[src/hw/rtl/ppad_queue.sv]
module ppad_queue #(
  parameter int WIDTH = 8,
  parameter int DEPTH = 2
) (
  input  logic             clk_i,
  input  logic             rst_ni,
  input  logic             push_i,
  input  logic [WIDTH-1:0] wdata_i,
  output logic             full_o,
  input  logic             pop_i,
  output logic [WIDTH-1:0] rdata_o,
  output logic             empty_o
);
  localparam int PW = (DEPTH > 1) ? $clog2(DEPTH) : 1;
  localparam int CW = $clog2(DEPTH + 1);

  logic [WIDTH-1:0] mem [DEPTH];
  logic [PW-1:0]    wr_ptr_q, wr_ptr_d, rd_ptr_q, rd_ptr_d;
  logic [CW-1:0]    cnt_q, cnt_d;
  logic             do_push, do_pop;

  assign full_o  = (cnt_q == CW'(DEPTH));
  assign empty_o = (cnt_q == '0);
  assign do_push = push_i && !full_o;
  assign do_pop  = pop_i && !empty_o;
  assign rdata_o = mem[rd_ptr_q];

  always_comb begin
    wr_ptr_d = wr_ptr_q;
    rd_ptr_d = rd_ptr_q;
    cnt_d    = cnt_q;
    if (do_push) begin
      wr_ptr_d = (wr_ptr_q == PW'(DEPTH - 1)) ? '0 : wr_ptr_q + 1'b1;
    end
    if (do_pop) begin
      rd_ptr_d = (rd_ptr_q == PW'(DEPTH - 1)) ? '0 : rd_ptr_q + 1'b1;
    end
    if (do_push && !do_pop) begin
      cnt_d = cnt_q + 1'b1;
    end else if (do_pop && !do_push) begin
      cnt_d = cnt_q - 1'b1;
    end
  end

  always_ff @(posedge clk_i or negedge rst_ni) begin
    if (!rst_ni) begin
      wr_ptr_q <= '0;
      rd_ptr_q <= '0;
      cnt_q    <= '0;
    end else begin
      wr_ptr_q <= wr_ptr_d;
      rd_ptr_q <= rd_ptr_d;
      cnt_q    <= cnt_d;
    end
  end

  always_ff @(posedge clk_i) begin
    if (do_push) begin
      mem[wr_ptr_q] <= wdata_i;
    end
  end

endmodule

[config.mk]
export PLATFORM = sky130hd
export DESIGN_NAME = ppad_queue
export DESIGN_NICKNAME = d
export VERILOG_FILES = /design/src/hw/rtl/ppad_queue.sv
export SDC_FILE = /design/constraint.sdc
export NUM_CORES = 1
export LEC_CHECK = 0
export ABC_CLOCK_PERIOD_IN_PS = 1810
export BUFFER_PORTS_ARGS = -buffer_cell sky130_fd_sc_hd__buf_2
export CORE_MARGIN = 10
export CORE_UTILIZATION = 48
export CTS_CLUSTER_DIAMETER = 50
export DETAILED_ROUTE_END_ITERATION = 10
export PLACE_DENSITY = 0.74
export SLEW_MARGIN = 40
export SYNTH_ARGS = -nofsm -noshare
export SYNTH_HDL_FRONTEND = slang
export SYNTH_SLANG_ARGS = --single-unit
[constraint.sdc]
create_clock -name clk_i -period 1.81 [get_ports clk_i]
set_input_delay 0.0905 -clock clk_i [delete_from_list [all_inputs] [get_ports clk_i]]
set_output_delay 0.0905 -clock clk_i [all_outputs]
set_load 0.01 [all_outputs]
==> metrics <==
worst min path class in -> reg; Worst Setup Path Type reg -> out; register bit total from synthesis 20; worst setup slack after placement between 300 and 400 ps; Final Net Count between 90 and 100; Skew-Pair Late Insertion Delay 290 ps; critical-path cell list mux2_2, buf_2; setup bufs post-CTS 0; Detailed Route Iter0 Violations 11; CTS sink cnt 20; fmax 0.6748 GHz; CP Capture Type primary output; Die Height approximately 60 µm; H-tree Lvls 1; fin crit share around four fifths; Detail Route Antenna Nets 0; synth-to-layout area growth 31.20%; sequential area share after synthesis 74.24%; Period minus WS final between 1000 and 1500 ps; Slew headroom between 70% and 80%; syn nets 57; Critical Path RT about 1700 ps; global route overflow 0; clock transition at the registers of the reported paths about 100 ps; initial antenna violation count 0; clk_skew 7.049 ps; Antenna Cells 0; Critical Path Max Stage Delay ~600 ps; Via Count approximately 460; setup TNS 0 ps; CTS max path bufs 2; core area 1524 µm²; RSZ-0062 raised after global routing false; Critical Path Start Type flop; number of global-route vias before repair slightly below 500; total CTS buffers 3; Worst path slowest cell dfrtp_1; leakage power 0.0004320 µW; CP arrival 1390 ps; Routed WL roughly 1.3 mm; die footprint around 3600 µm²; Ports 22; Final Hold Fails 0; global-route wire length before repair 2.270 mm; routability cong. 0.6067; floorplan row count 14; Slew Viols, Final 0; 1st-pass router iterations 4; # DRC 0; GR Util All Layers under 10%; hold_buf cts 9; Max Cap Viol 0; PortBufs 21; outcome completed; DR WL/cell 13.98 µm; Post-Syn Area ~800 µm²; share of post-route cells with drive strength above 1 37.18%; pin count of the biggest net entering global routing 12; Mapped Cells 44; Peak VDD IR between 0.8 and 0.9 mV; warnings from Yosys 0; number of gates resized after cts 0; Root Driver clkbuf_4; total design power about 1400 µW; vias per cell between 4 and 5; setup ws final roughly 330 ps; Power Dens Cells 1403 nW/µm²; Worst Path Max Fanout 9; Unique masters post-synth 15; Post-Synthesis Mean Instance Area roughly 18 µm²; Least-Margin Pin Slew approximately 400 ps; Die X around 60 µm; CTS tree yes; Post-DP HPWL 1.017 mm; initial core utilization slightly above 50%; endpoints failing setup 0
==> final timing paths <==
kind | slack (ps) | endpoint | startpoint | depth (start not counted)
max | 330 | rdata_o[2] | rd_ptr_q$_DFFE_PN0P_ | 2
min | 90 | wr_ptr_q$_DFFE_PN0N_ | push_i | 3
max reg2reg | 350 | mem[0][6]$_DFFE_PP_ | cnt_q[0]$_DFFE_PN0P_ | 4
min reg2reg | 530 | wr_ptr_q$_DFFE_PN0N_ | wr_ptr_q$_DFFE_PN0N_ | 1
max in group asynchronous | 1560 | wr_ptr_q$_DFFE_PN0N_ | rst_ni | 2
min in group asynchronous | 130 | cnt_q[0]$_DFFE_PN0P_ | rst_ni | 2
==> placed cells by master, fill, tap and decap left out <==
| cell | count |
|---|---|
| dlygate4sd3_1 | 9 |
| and3_1 | 1 |
| clkbuf_4 | 3 |
| clkbuf_1 | 1 |
| nor2_1 | 3 |
| o21ai_1 | 1 |
| mux2_1 | 6 |
| xor2_1 | 2 |
| xnor2_1 | 2 |
| buf_2 | 21 |
| buf_4 | 1 |
| mux2_2 | 2 |
| nand2b_1 | 1 |
| dfrtp_1 | 4 |
| inv_1 | 2 |
| xnor2_2 | 1 |
| ha_1 | 1 |
| nand2_2 | 1 |
| edfxtp_1 | 16 |
==> synth_stat cells <==
cell type  instances  area [µm²]
buf_2              1       5.000
nor2_1             3       11.26
inv_1              2       7.510
mux2_1             6       67.56
o21ai_1            1       5.000
and3_1             1       6.260
xnor2_1            2       17.52
xor2_1             2       17.52
edfxtp_1          16       480.5
dfrtp_1            4       100.1
mux2_2             2       22.52
nand2_2            1       6.260
xnor2_2            1       16.27
nand2b_1           1       6.260
ha_1               1       12.51
==> metal layers <==
metal | share of wire, % | wire length, µm | track usage (%) | vias up
li1 | - | - | - | 229
met1 | 40 | 522 | 9.262 | 216
met3 | 8.1 | 106 | 3.758 | 0
met4 | 0 | 0 | 2.885 | 0
met5 | 0 | 0 | 0 | -
met2 | 52 | 684 | 13.24 | 13
==> where the power goes <==
part | switching (µW) | internal [µW] | leakage (µW)
sequential | 99.7 | 643 | 0.000195
clock | 119 | 85.5 | 0.0000150
combinational | 234 | 258 | 0.000222
==> per-stage QoR <==
stage / area, µm² / util (%) / hold WS (ps) / cells
2_1_floorplan: 782.0 / - / -205.1 / 44
4_1_cts: 1026 / 67.32 / 96.81 / 94
3_5_place_dp: 909.6 / 59.69 / -100.1 / 81
6_report: 1026 / 67.32 / 85.99 / 94
3_3_place_gp: 909.6 / 59.69 / -99.02 / 81
5_1_grt: 1026 / 67.32 / 88.96 / 94
==> kinds of logic after synthesis <==
group           after synthesis  share of synthesized area, %
flops                        20                         74.24
simple gates                  6                         3.841
mux                           8                         11.52
xor+xnor                      5                         6.561
buf+inv                       3                         1.600
compound gates                1                        0.6394
fa+ha+maj                     1                         1.600
==> critical path: cells and delay by family, from the launching register on <==
kind | cells | cell delay (ps)
flip-flops | 1 | 590
buffers and inverters | 1 | 140
multiplexers | 1 | 380
==> state kept, by name, summed over array words and instances, names as in the netlist <==
| register | flops |
|---|---|
| wr_ptr_q | 1 |
| cnt_q | 2 |
| mem | 16 |
| rd_ptr_q | 1 |
==> cell type report <==
cell class,instances,area (µm²)
Sequential cell,20,580.6
Inverter,2,7.507
Clock buffer,4,26.28
Timing Repair Buffer,31,202.7
Multi-Input combinational cell,21,188.9
Tap cell,16,20.02
Fill cell,112,498.0
No activity file was read; power rests on OpenSTA's default activity.
