## src/hw/rtl/ppad_pkg.sv

```systemverilog
package ppad_pkg;

  localparam int COORD_BITS_DEF   = 9;
  localparam int CORDIC_STEPS_DEF = 16;
  localparam int QUEUE_DEPTH_DEF  = 2;

  localparam int DIST_W      = 10;
  localparam int CENTRE_W    = 9;
  localparam int CFG_DATA_W  = 10;
  localparam int CFG_INDEX_W = 2;
  localparam int ANGLE_W     = 16;
  localparam int FRAC_SHIFT  = 24;
  localparam int Z_W         = 25;
  localparam int ATAN_LEN    = 24;
  localparam int ROUND_SHIFT = 9;
  localparam int ROUND_BIAS  = 256;
  localparam int LIMIT_OUT   = 23040;

  localparam logic [CFG_INDEX_W-1:0] CFG_PLANE_DISTANCE = 2'd0;
  localparam logic [CFG_INDEX_W-1:0] CFG_CENTRE_X       = 2'd1;
  localparam logic [CFG_INDEX_W-1:0] CFG_CENTRE_Y       = 2'd2;

  localparam logic [DIST_W-1:0]   PLANE_DISTANCE_RST = 10'd242;
  localparam logic [CENTRE_W-1:0] CENTRE_X_RST       = 9'd160;
  localparam logic [CENTRE_W-1:0] CENTRE_Y_RST       = 9'd120;

  // 90 degrees with 16 fractional bits
  localparam logic signed [Z_W-1:0] DEG90 = 25'sd5898240;

  typedef enum logic [1:0] {
    KIND_CORDIC,
    KIND_ZERO,
    KIND_POS90,
    KIND_NEG90
  } ppad_kind_e;

  typedef struct packed {
    ppad_kind_e ref_kind;
    ppad_kind_e trk_kind;
  } ppad_class_t;

  // atan(2^-step) in degrees, 16 fractional bits
  function automatic logic signed [Z_W-1:0] ppad_atan(input int unsigned step);
    logic signed [Z_W-1:0] a;
    case (step)
      0:  a = 25'sd2949120;
      1:  a = 25'sd1740967;
      2:  a = 25'sd919879;
      3:  a = 25'sd466945;
      4:  a = 25'sd234379;
      5:  a = 25'sd117304;
      6:  a = 25'sd58666;
      7:  a = 25'sd29335;
      8:  a = 25'sd14668;
      9:  a = 25'sd7334;
      10: a = 25'sd3667;
      11: a = 25'sd1833;
      12: a = 25'sd917;
      13: a = 25'sd458;
      14: a = 25'sd229;
      15: a = 25'sd115;
      16: a = 25'sd57;
      17: a = 25'sd29;
      18: a = 25'sd14;
      19: a = 25'sd7;
      20: a = 25'sd4;
      21: a = 25'sd2;
      22: a = 25'sd1;
      default: a = '0;
    endcase
    return a;
  endfunction

endpackage

```

## src/hw/rtl/ppad_front.sv

```systemverilog
module ppad_front #(
  parameter int COORD_BITS = 9,
  parameter int OFF_W      = 10
) (
  input  logic                          axis_select_i,
  input  logic [COORD_BITS-1:0]         reference_coord_i,
  input  logic [COORD_BITS-1:0]         tracked_coord_i,
  input  logic [ppad_pkg::DIST_W-1:0]   plane_distance_i,
  input  logic [ppad_pkg::CENTRE_W-1:0] centre_x_i,
  input  logic [ppad_pkg::CENTRE_W-1:0] centre_y_i,
  output logic signed [OFF_W-1:0]       ref_off_o,
  output logic signed [OFF_W-1:0]       trk_off_o,
  output ppad_pkg::ppad_class_t         class_o
);
  import ppad_pkg::*;

  logic [CENTRE_W-1:0] centre;
  logic                dist_zero;

  function automatic ppad_kind_e classify(input logic signed [OFF_W-1:0] off,
                                          input logic dz);
    ppad_kind_e k;
    if (off == '0) begin
      k = dz ? KIND_POS90 : KIND_ZERO;
    end else if (dz) begin
      k = off[OFF_W-1] ? KIND_NEG90 : KIND_POS90;
    end else begin
      k = KIND_CORDIC;
    end
    return k;
  endfunction

  assign centre    = axis_select_i ? centre_y_i : centre_x_i;
  assign dist_zero = (plane_distance_i == '0);

  assign ref_off_o = $signed(OFF_W'(reference_coord_i) - OFF_W'(centre));
  assign trk_off_o = $signed(OFF_W'(tracked_coord_i) - OFF_W'(centre));

  always_comb begin
    class_o.ref_kind = classify(ref_off_o, dist_zero);
    class_o.trk_kind = classify(trk_off_o, dist_zero);
  end

endmodule

```

## config.mk

```make
export PLATFORM = sky130hd
export DESIGN_NAME = ppad_front
export DESIGN_NICKNAME = d
export VERILOG_FILES = /design/src/hw/rtl/ppad_pkg.sv /design/src/hw/rtl/ppad_front.sv
export SDC_FILE = /design/constraint.sdc
export NUM_CORES = 1
export LEC_CHECK = 0
export ABC_AREA = 0
export BUFFER_PORTS_ARGS = -buffer_cell sky130_fd_sc_hd__buf_2
export CORE_MARGIN = 1
export CORE_UTILIZATION = 41
export DETAILED_ROUTE_END_ITERATION = 6
export PLACE_DENSITY = 0.81
export SYNTH_ARGS = -nofsm -noshare
export SYNTH_HDL_FRONTEND = slang
export SYNTH_SLANG_ARGS = --single-unit
```

## constraint.sdc

```tcl
create_clock -name vclk -period 3.7
set_clock_uncertainty 0.05 [all_clocks]
set_input_delay 0.555 -clock vclk [all_inputs]
set_output_delay 0.555 -clock vclk [all_outputs]
set_load 0.05 [all_outputs]
```

==> flow_summary.toml <==
[sta]
fin_crit_sh_pct = 96.9
setup_ws_ns = 0.114
period_needed_ns = 3.59
hold_violations = 0
max-slew-margin-rel_pct = 66.2
setup_tns_ns = 0
finalMaxSlewViolations = 0
worst-slew-pin-transition_ns = 0.503
setup_violations = 0
rsz0062_at_grt = "no"
maxClockFrequency_mhz = 279

[yosys]
netlist_top_cells_area = "ha_1, mux2i_1, a21oi_1"
synth.net_count = 218
synth.top_cell.area_share_pct = 24.1
synthCells = 147
syn_area_sq_um = 1140
synth_top_cell_by_area = "ha_1"
yosysSeqAreaShare_pct = 0
yosysUniqueCellTypes = 48
syn_area_per_cell_sq_um = 7.78
yosys_warnings = 0

[place]
post_dp_cell_area_sq_um = 1720
gp_congestion = 0.947
io_buffers = 71
place_ws_ns = -0.0171
hpwlAfterDp_mm = 2.94

[hold_path]
hold_path_class = "input pin to output port"

[route]
final_antenna_net_count = 0
dr_total_vias = 1435
dr.pass1.iters = 5
drcViolationCount = 0
finalWirelength_mm = 3.37
vias_per_cell = 5.61
wl_per_cell_um = 13.1
drt_iter0_drc = 31

[layout]
n_antenna_cell = 0
final_cell_mix = "buf_2, ha_1, a21oi_1"
clkbuf_count = 0
final_common_cell = "buf_2"
drive_gt1_share_pct = 46.5
utilization_pct = 68.8
final_area_sq_um = 1750
regArea_sq_um = 0
final_nets = 299
area_growth_syn_to_layout_pct = 53.2
nFlopsAndLatches = 0

[floorplanning]
rows = 18
die_area_sq_um = 3000
die_w_um = 54.8
die_y_um = 54.8
start_util_pct = 44.9
coreArea_sq_um = 2540
pin_count = 71

[worst_setup_path]
worst_ep_arrival_time_ns = 2.98
startpoint_type = "input pin"
path_class = "input pin to output port"
critical_path.max_fanout = 7
critPathRequiredTime_ns = 3.09
end_kind = "output port"

[pwr]
p_sw_uw = 353
p_per_area_nw_per_um2 = 301
p_seq_share_pct = 0
swShare_pct = 66.9
ir_drop_mv = 0.223
internal-power_uw = 174
leakagePower_nw = 0.905
pwr-share-clk_pct = 0
p_comb_share_pct = 100.0

[global_route]
grt_pass1_vias = 1239
grt_pass1_wl_mm = 5.15
grt_overflow = 0
grt_antenna_before_repair = 0
track_usage_pct = 23.0
grt_max_degree = 9

[run]
drv_cap = 0

[clock_network]
hold_buffers = 0

[status]
status = "complete, no violations"
[per-stage QoR]
step	instances	total power [mW]	hold WS, ns
floorplan	147	0.403	1.14
global placement	256	0.515	1.44
detailed placement	256	0.521	1.45
CTS	256	0.524	1.45
global route	256	0.567	1.45
finish	256	0.527	1.44
[layout make-up]
type	count	area [sq um]
Inverter	12	45.0
Tap cell	30	37.5
Timing Repair Buffer	81	442
Multi-Input combinational cell	133	1230
Fill cell	215	793
[path summary, 6_finish.rpt]
path,to,startpoint,cells past startpoint,slack (ns)
max,class_o[0],axis_select_i,11,0.11
min,class_o[1],plane_distance_i[9],3,1.44
[cells by family (layout without fill, tap and decap cells)]
group	after synthesis	count (layout)	synth area share [%]
simple gates	50	50	27.5
compound gates	42	42	25.8
fa+ha+maj	24	24	27.6
buf+inv	14	93	4.92
mux	10	10	8.86
xor+xnor	7	7	5.36
[critical path, stage by stage]
cell and delay [ns]:
clkbuf_4 0.18, mux2_4 0.23, ha_1 0.15, inv_1 0.06, fa_2 0.43, a21oi_4 0.22
o221ai_4 0.14, xor2_4 0.17, a2111o_1 0.39, o31ai_4 0.26, buf_6 0.19
[what timing repair did]
item / in CTS / in global routing
gates resized for setup: 2 / 7
pin swaps: 0 / 0
setup buffers: 0 / 0
setup endpoints to repair: 1 / 2
cloned: 0 / 0
[power by group through the flow]
stage          registers (mW)  logic (mW)  clock network [mW]
2_1_floorplan               0       0.403                   0
3_3_place_gp                0       0.515                   0
3_5_place_dp                0       0.521                   0
4_1_cts                     0       0.524                   0
5_1_grt                     0       0.567                   0
6_report                    0       0.527                   0
[metal layers]
metal | track usage (%) | vias up | routed length, um
met3 | 0.556 | 0 | 205
met5 | 0 | - | 0
li1 | - | 725 | -
met1 | 29.3 | 655 | 1470
met2 | 44.4 | 55 | 1690
met4 | 0 | 0 | 0
[synthesized netlist by cell type, drive strengths merged, types with 3 or more instances]
cell type	instances
mux2i	9
nor2	11
xor2	5
or4	3
nor3	6
o21ai	5
and2	3
nand3	3
ha	22
a21oi	14
inv	12
or3	3
o22ai	3
nand2	4
a21o	4
o221ai	3
or3b	3
Power figures use the tool's default switching activity.
